## config.mk

```make
export PLATFORM = sky130hd
export DESIGN_NAME = seau_ctrl
export DESIGN_NICKNAME = d
export VERILOG_FILES = /design/src/hdl/seau_pkg.sv /design/src/hdl/seau_ctrl.sv
export SDC_FILE = /design/constraint.sdc
export NUM_CORES = 1
export LEC_CHECK = 0
export BUFFER_PORTS_ARGS = -buffer_cell sky130_fd_sc_hd__buf_2
export CORE_AREA = 3 3 40 42
export DETAILED_ROUTE_END_ITERATION = 16
export DIE_AREA = 0 0 43 45
export PLACE_DENSITY = 0.55
export SLEW_MARGIN = 15
export SYNTH_ARGS = -nofsm -noshare
export SYNTH_HDL_FRONTEND = slang
export SYNTH_SLANG_ARGS = --single-unit
export TNS_END_PERCENT = 30
```

## constraint.sdc

```tcl
create_clock -name i_clk -period 1.1 [get_ports i_clk]
set_clock_uncertainty 0.05 [all_clocks]
set_input_delay 0.22 -clock i_clk [delete_from_list [all_inputs] [get_ports i_clk]]
set_output_delay 0.22 -clock i_clk [all_outputs]
set_load 0.01 [all_outputs]
```

## src/hdl/seau_pkg.sv

```systemverilog
// package of shared types and constants for the syscall energy attribution unit
package seau_pkg;

    localparam int unsigned SYSCALL_BINS_DEF = 512;
    localparam int unsigned THREAD_SLOTS_DEF = 64;

    localparam logic [2:0] OP_ENTER  = 3'd0;
    localparam logic [2:0] OP_EXIT   = 3'd1;
    localparam logic [2:0] OP_SW_OUT = 3'd2;
    localparam logic [2:0] OP_SW_IN  = 3'd3;
    localparam logic [2:0] OP_READ   = 3'd4;
    localparam logic [2:0] OP_CLEAR  = 3'd5;

    typedef struct packed {
        logic [2:0]  operation;
        logic [31:0] thread_id;
        logic [15:0] syscall_number;
        logic [31:0] energy_reading;
    } t_event;

    typedef struct packed {
        logic [63:0] bin_energy;
        logic [31:0] bin_calls;
        logic        event_dropped;
    } t_result;

    typedef enum logic [3:0] {
        ST_IDLE,
        ST_SCAN,
        ST_DECIDE,
        ST_BIN_RD,
        ST_BIN_WAIT,
        ST_BIN_WR,
        ST_CLEAR,
        ST_OUT
    } t_state;

    typedef struct packed {
        logic load;
        logic scan_start;
        logic scan_step;
        logic decide;
        logic bin_rd;
        logic bin_wr;
        logic clr_start;
        logic clr_step;
        logic out_load;
    } t_cmd;

    typedef struct packed {
        logic scan_done;
        logic need_bin;
        logic is_clear;
        logic clr_done;
    } t_status;

endpackage

```

## src/hdl/seau_ctrl.sv

```systemverilog
// controller state machine for the syscall energy attribution unit
module seau_ctrl (
    input  logic              i_clk,
    input  logic              i_rst_n,
    input  logic              i_in_valid,
    output logic              o_in_ready,
    output logic              o_out_valid,
    input  logic              i_out_ready,
    input  seau_pkg::t_status i_status,
    output seau_pkg::t_cmd    o_cmd
);
    import seau_pkg::*;

    t_state r_state, n_state;

    always_ff @(posedge i_clk) begin
        if (!i_rst_n) begin
            r_state <= ST_IDLE;
        end else begin
            r_state <= n_state;
        end
    end

    always_comb begin
        n_state = r_state;
        unique case (r_state)
            ST_IDLE: begin
                if (i_in_valid) begin
                    n_state = ST_SCAN;
                end
            end
            ST_SCAN: begin
                if (i_status.is_clear) begin
                    n_state = ST_CLEAR;
                end else if (i_status.scan_done) begin
                    n_state = ST_DECIDE;
                end
            end
            ST_DECIDE: begin
                n_state = i_status.need_bin ? ST_BIN_RD : ST_OUT;
            end
            ST_BIN_RD:   n_state = ST_BIN_WAIT;
            ST_BIN_WAIT: n_state = ST_BIN_WR;
            ST_BIN_WR:   n_state = ST_OUT;
            ST_CLEAR: begin
                if (i_status.clr_done) begin
                    n_state = ST_OUT;
                end
            end
            ST_OUT: begin
                if (i_out_ready) begin
                    n_state = ST_IDLE;
                end
            end
            default: n_state = ST_IDLE;
        endcase
    end

    always_comb begin
        o_cmd       = '0;
        o_in_ready  = 1'b0;
        o_out_valid = 1'b0;
        unique case (r_state)
            ST_IDLE: begin
                o_in_ready       = 1'b1;
                o_cmd.load       = i_in_valid;
                o_cmd.scan_start = i_in_valid;
            end
            ST_SCAN: begin
                o_cmd.scan_step = 1'b1;
                o_cmd.clr_start = i_status.is_clear;
            end
            ST_DECIDE:   o_cmd.decide = 1'b1;
            ST_BIN_RD:   o_cmd.bin_rd = 1'b1;
            ST_BIN_WAIT: o_cmd.out_load = 1'b1;
            ST_BIN_WR:   o_cmd.bin_wr = 1'b1;
            ST_CLEAR:    o_cmd.clr_step = 1'b1;
            ST_OUT:      o_out_valid = 1'b1;
            default: ;
        endcase
    end
endmodule

```

Word-level counts from Yosys, hierarchy flattened --
Cells that the tools add are included.
Storage, ports and cells: register bits 4, bits of input ports 8, output and inout bits 11, logic and storage cells 31
Cells by class: eq/ne operators 11, muxes and demuxes 17, reductions and logical operators 2
Operator list (count):
- 4-bit case mux with 8 select lines | 1
- 4-bit two-way mux | 5
- 4-bit by 3-bit equality test with 1-bit output, second input constant | 4
- 1-bit two-way mux | 9
- 4-bit by 2-bit equality test with 1-bit output, second input constant | 2
- 2-bit inequality test, second input constant | 3
- 4-bit by 1-bit equality test with 1-bit output, second input constant | 1
- 4-bit zero test | 1
- 4-bit AND reduction | 1
- 3-bit two-way mux | 1
- 3-bit inequality test, second input constant | 1
- 2-bit two-way mux | 1

Depth between registers and ports, before layout --
Gate-level depths: netlist of run 1.
depth after elaboration 3, mapped depth 4

Least setup slack after synthesis of run 1 --
OpenSTA, ideal clock, no wires.
kind flip-flop to output port, from reg r_state[0], to out o_cmd[8] (netlist bit), arrival time 1070 ps, data required time 830 ps, path slack -240 ps, cell stages (with the launch flop) 5, path buffers 2, cell sequence dfxtp_1 -> buf_2 -> nor3_2 -> and2_1 -> buf_4
RTL lines:
- start, declared | line seau_ctrl.sv:14 | t_state r_state, n_state;
- start signal, assigned | line seau_ctrl.sv:20 | r_state <= n_state;
- end, declared | line seau_ctrl.sv:10 | output seau_pkg::t_cmd o_cmd

==> results of run 1 <==
cells in the mapped netlist, drive strengths merged:
library cell / count / area share, %
a211oi: 1 / 4.5
and2: 2 / 4.5
nor3: 4 / 8.9
nor2b: 1 / 3.1
nand2: 2 / 2.7
nand3b: 1 / 2.7
nand2b: 2 / 4.5
a21oi: 2 / 4.9
nor3b: 2 / 5.4
o21a: 1 / 2.7
nor2: 3 / 4.0
or3: 1 / 2.2
inv: 2 / 2.7
a221oi: 1 / 5.4
buf: 4 / 11
a21boi: 1 / 2.7
and3: 2 / 4.5
o22ai: 1 / 2.2
dfxtp: 3 / 21
per-layer routing:
metal,global-route usage (%),up-vias,part of all wire [%]
li1,-,181,-
met1,10.82,153,39
met2,16.17,15,50
met3,5.976,2,9.5
met4,3.614,0,1.4
met5,0,-,0
power groups by stage:
stage	clock, mW	combinational (mW)	sequential, mW
floorplan	0	0.199	0.138
CTS	0.211	0.324	0.168
global route	0.229	0.392	0.176
detailed placement	0	0.250	0.161
finish	0.209	0.359	0.173
global placement	0	0.252	0.160
final cells by class:
| type | instances | area [um2] | area share [%] |
|---|---|---|---|
| Clock buffer | 4 | 26.28 | 4.751 |
| Tap cell | 15 | 18.77 | 3.394 |
| Inverter | 2 | 10.01 | 1.810 |
| Multi-Input combinational cell | 27 | 225.2 | 40.72 |
| Sequential cell | 3 | 71.32 | 12.90 |
| Timing Repair Buffer | 28 | 201.4 | 36.43 |
logic make-up (layout without fill, tap and decap cells):
kind of cell,Yosys count,count (layout),synth area share (%)
buf+inv,6,34,13.83
compound gates,7,7,22.32
flops,3,3,21.43
simple gates,20,20,42.41
final timing paths:
| kind | slack [ns] | end | startpoint |
|---|---|---|---|
| setup / recovery | -0.28 | o_cmd[7] | r_state[2] |
| hold reg to reg | 0.61 | r_state[2] | r_state[2] |
| setup reg to reg | -0.11 | r_state[2] | r_state[1] |
| hold / removal | 0.14 | r_state[2] | i_out_ready |
through the flow:
step / hold slack (ns) / instance area, um2 / TNS, ns / instances / setup WS, ns
floorplan: 0.2571 / 297.8 / -0.1599 / 36 / -0.1142
global placement: 0.3931 / 405.4 / -0.8345 / 70 / -0.1244
detailed placement: 0.3936 / 405.4 / -0.9148 / 70 / -0.1506
CTS: 0.1386 / 528.0 / -2.480 / 78 / -0.2602
global route: 0.1381 / 553.0 / -3.385 / 79 / -0.3821
finish: 0.1392 / 553.0 / -2.549 / 79 / -0.2776
critical path: stages (launching register included):
cell and delay (ns):
dfxtp_4 0.39, nor3_4 0.20, and2_4 0.17, buf_6 0.09
repair_timing:
item | 4_1_cts | 5_1_grt
setup endpoints to repair | 13 | 14
gates cloned | 0 | 0
pin swaps | 6 | 2
resized for setup | 16 | 5
hold buffers | 0 | 0
hold endpoints to repair | 0 | 0
buffers inserted | 4 | 1
==> run_results.csv, run 1 <==
group,metric,value,unit
status,outcome,"finished with violations",
status,violations,"setup timing",
critical_path,start_kind,"flip-flop",
synthesis,synth.avg_cell_area,7.785,um2
run,drv_cap,0,
floorplanning,initial_utilization,21.81,%
cts,insertion_delay,0.25,ns
cts,htree_levels,1,
finish,largest_register,"r_state",
finish,syn2layout_area_growth,97.32,%
finish,final_core_util,43.04,%
routing,antenna_violating_nets_post_route,0,
routing,post_drt_wl_per_cell,10.65,um
synthesis,yosys_warnings,0,
finish,nNetsFinal,73,
timing,tightest_slew,0.2084,ns
timing,fin_crit_sh,125.2,%
timing,slew_violations,0,
min_path,whs_path_depth,2,
power,swShare,34.82,%
finish,final_common_cell,"buf_2",
power,power_density,1339,nW/um2
power,p_total,0.7405,mW
global_routing,grt_pass1_wl,1359,um
floorplanning,die_h,45,um
finish,fill_cells,136,
min_path,min_path_type,"primary input to flip-flop",
power,vdd_ir_drop_max,0.6559,mV
cts,cts.sinks,3,
floorplanning,core,1285,um2
routing,dr.pass1.iters,3,
timing,fin_ws,-0.2776,ns
synthesis,syn_inst,36,
power,internal_power,0.4826,mW
synthesis,ys_seq_elements,3,
synthesis,syn_area,280.3,um2
finish,largest_reg_flops,3,
global_routing,grt_overflow,0,
power,leakagePower,0.2611,nW
cts,numCtsBuffers,3,
routing,drt_wl_total,841,um
power,switchingPower,0.2579,mW
finish,layout-drive-gt1-share,73.44,%
floorplanning,io_pins,19,
routing,num_vias,351,
global_routing,grt_pass1_vias,301,
placed_design,dp_hpwl,532.3,um
floorplanning,die_x,43,um
cts,clk_pin_slew,0.05,ns
cts,tritoncts,"yes",
power,clkPwrFrac,28.2,%
global_routing,grt_max_degree,11,
timing,setup_viol,13,
timing,max_freq,0.7259,GHz
cts,cts_buffer_depth,2,
finish,layout_common_cells,"buf_2 (14), buf_6 (7), buf_4 (7), clkbuf_4 (3), dfxtp_4 (3)",
routing,drc,0,
finish,largestRegisters,"r_state: 3 flops",
routing,viasPerCell,4.443,
timing,relSlewSlack,86.10,%
critical_path,path_max_fanout,10,
critical_path,worst_setup_path_end_kind,"output pin",
power,seqPwrFrac,23.3,%
critical_path,critical_path_required,0.83,ns
cts,root_buffer,"clkbuf_4",
routing,first_iter_violations,3,
synthesis,synth.distinct_cells,24,
finish,antennaDiodeCount,0,
placed_design,gp_congestion,0.7046,
synthesis,syn_nets,44,
critical_path,path_class,"flip-flop to output pin",
power,p_comb_share,48.5,%
floorplanning,fp-row-count,13,
synthesis,ys_seq_area_share,21.43,%
global_routing,antenna_found_initial,0,
global_routing,track_usage,9.983,%
timing,period_needed,1.378,ns
critical_path,r2r_cells,5,
critical_path,arrival,1.11,ns
floorplanning,die_area,1935,um2
placed_design,buffer_ports.inserted,18,
timing,hold_violations,0,
timing,rsz0062_at_grt,"yes",
(Power assumes the default switching activity.)
==> run 2, diff against run 1 <==
--- a/config.mk
+++ b/config.mk
@@ -6,9 +6,10 @@
 export NUM_CORES = 1
 export LEC_CHECK = 0
+export ABC_AREA = 1
 export BUFFER_PORTS_ARGS = -buffer_cell sky130_fd_sc_hd__buf_2
 export CORE_AREA = 3 3 40 42
 export DETAILED_ROUTE_END_ITERATION = 16
 export DIE_AREA = 0 0 43 45
-export PLACE_DENSITY = 0.55
+export PLACE_DENSITY = 0.61
 export SLEW_MARGIN = 15
 export SYNTH_ARGS = -nofsm -noshare
==> constraint.sdc (replaced) <==
create_clock -name i_clk -period 1.1 [get_ports i_clk]
set_clock_uncertainty 0.05 [all_clocks]
set_input_delay 0.055 -clock i_clk [delete_from_list [all_inputs] [get_ports i_clk]]
set_output_delay 0.055 -clock i_clk [all_outputs]
set_load 0.01 [all_outputs]
==> run_results.csv, run 2 <==
group,metric,value,unit
status,outcome,"finished with violations",
status,violations,"setup timing",
finish,final_common_cell,"buf_2",
finish,fill_cells,139,
power,internal_power,0.9960,mW
synthesis,synth-edff-count,0,
power,clkPwrFrac,10.8,%
cts,cts_buffer_depth,2,
floorplanning,die_h,45,um
global_routing,grt_pass1_vias,400,
global_routing,antenna_found_initial,0,
finish,largest_reg_flops,3,
cts,root_buffer,"clkbuf_4",
timing,setup-tns-final,-0.9609,ns
synthesis,ys_dominant_reg_cell,"dfxtp_1",
synthesis,synthTopCellsByCount,"nand2_1 (8), inv_1 (7), nor2_1 (7)",
placed_design,dp_cells,92,
synthesis,synthArstFlopShare,0,%
timing,rsz0062_at_grt,"yes",
power,seqPwrFrac,15.7,%
min_path,min_path_type,"primary input to flip-flop",
cts,cts.sinks,3,
finish,layout_common_cells,"buf_2 (17), buf_4 (13), nand2_1 (7), inv_1 (6)",
timing,period_needed,1.201,ns
run,drv_cap,0,
critical_path,arrival,1.10,ns
power,power_density,2686,nW/um2
global_routing,track_usage,11.31,%
cts,hold_buffers,0,
synthesis,yosys.area.top_type,"dfxtp_1",
critical_path,crit_top_cell,"buf_6",
floorplanning,initial_utilization,27.75,%
finish,antennaDiodeCount,0,
critical_path,critical_path_required,1.00,ns
critical_path,path_class,"flip-flop to output pin",
timing,max_freq,0.8327,GHz
finish,nNetsFinal,98,
synthesis,synth.avg_cell_area,6.604,um2
global_routing,grt_max_degree,10,
timing,hold_slack,0.003088,ns
routing,num_vias,432,
cts,numCtsBuffers,3,
floorplanning,die_x,43,um
finish,final_core_util,51.51,%
synthesis,synth_top_area_share,16.84,%
floorplanning,core,1285,um2
power,vdd_ir_drop_max,1.182,mV
floorplanning,io_pins,19,
critical_path,timing.rr.start,"r_state[0]",
routing,drc,0,
synthesis,yosysMostFrequentCell,"nand2_1",
cts,htree_levels,1,
critical_path,cp-startpoint,"r_state[0]",
finish,largestRegisters,"r_state: 3 flops",
critical_path,cpMaxStageDelayCell,"dfxtp_4",
routing,dr.pass1.iters,1,
timing,tightest_slew,0.2011,ns
synthesis,syn_inst,54,
synthesis,yosys_warnings,0,
critical_path,max_stage_delay,0.37,ns
synthesis,synth.distinct_cells,18,
timing,slew_violations,0,
power,leakagePower,0.3601,nW
routing,first_iter_violations,0,
power,switchingPower,0.7817,mW
cts,clk_pin_slew,0.04,ns
min_path,min-delay-start,"i_rst_n",
cts,insertion_delay,0.23,ns
routing,drt_wl_total,926,um
critical_path,worst_setup_path_end_kind,"output pin",
timing,relSlewSlack,86.54,%
finish,layout-drive-gt1-share,67.42,%
finish,largest_register,"r_state",
power,swShare,43.97,%
timing,fin_ws,-0.1010,ns
synthesis,ys_seq_elements,3,
routing,antenna_violating_nets_post_route,0,
routing,post_drt_wl_per_cell,8.904,um
global_routing,grt_pass1_wl,1642,um
synthesis,ys_seq_area_share,16.84,%
critical_path,crit_chain,"inv_4 > nor2_4 > nand3_2 > buf_6 > inv_2 > buf_6",
routing,viasPerCell,4.154,
critical_path,start_kind,"flip-flop",
floorplanning,die_area,1935,um2
timing,hold_violations,0,
synthesis,syn_nets,62,
synthesis,syn_area,356.6,um2
placed_design,gp_congestion,0.7795,
critical_path,path_max_fanout,5,
global_routing,grt_overflow,0,
power,p_comb_share,73.5,%
timing,setup_viol,14,
finish,syn2layout_area_growth,85.61,%
placed_design,buffer_ports.inserted,18,
timing,fin_crit_sh,109.2,%
placed_design,pre_cts_ws,-0.1380,ns
placed_design,dp_hpwl,676,um
synthesis,synthTopCellsByArea,"dfxtp_1 (17%), buf_6 (9.5%), nand2_1 (8.4%)",
finish,instances_no_fill,104,
floorplanning,fp-row-count,13,
cts,tritoncts,"yes",
## run 2: cell type report
class	instances	area (um2)	share of cell area [%]
clock buffer	4	26.28	3.970
sequential	3	71.32	10.78
inverter	10	47.55	7.183
multi-input combinational	37	259.0	39.13
timing repair buffer	35	239.0	36.11
tap	15	18.77	2.836
## run 2: cells by family after synthesis
group,synth area share [%]
and+or+nand+nor,51.23
DFF,16.84
AOI/OAI and AO/OA,9.824
buffers and inverters,22.11
## run 2: critical path: cells and delay by family (launching register included)
family                 cells  cell delay, ns
flip-flops                 1            0.37
buffers and inverters      4            0.30
AND/OR/NAND/NOR            2            0.20
## run 2: repair_timing
action / in CTS / in global routing
buffers inserted: 7 / 1
pin swaps: 5 / 6
gates resized for setup: 20 / 5
endpoints found under the setup margin: 14 / 14
## run 2: metal layers
metal | GRT usage [%] | vias to the layer above | wire, um
met5 | 0 | - | 0
met1 | 14.15 | 173 | 406
li1 | - | 241 | -
met2 | 18.56 | 18 | 441
met4 | 3.614 | 0 | 0
met3 | 3.586 | 0 | 77
## run 2: stage by stage
step	power, mW	area [um2]
2_1_floorplan	0.8999	359.1
3_3_place_gp	1.176	494.2
3_5_place_dp	1.184	494.2
4_1_cts	1.715	634.4
5_1_grt	1.954	661.9
6_report	1.778	661.9
## run 2: power by group through the flow
stage	Clock, mW	Sequential, mW	Combinational [mW]
6_report	0.192	0.280	1.31
5_1_grt	0.215	0.292	1.45
4_1_cts	0.200	0.275	1.24
3_5_place_dp	0	0.235	0.949
3_3_place_gp	0	0.234	0.942
2_1_floorplan	0	0.193	0.707
## run 2: worst paths after layout
path | endpoint | cells past startpoint | slack [ns]
setup / recovery | o_cmd[2] | 6 | -0.10
hold / removal | r_state[2] | 3 | 0.003
setup reg to reg | r_state[2] | 8 | -0.09
hold reg to reg | r_state[1] | 2 | 0.51
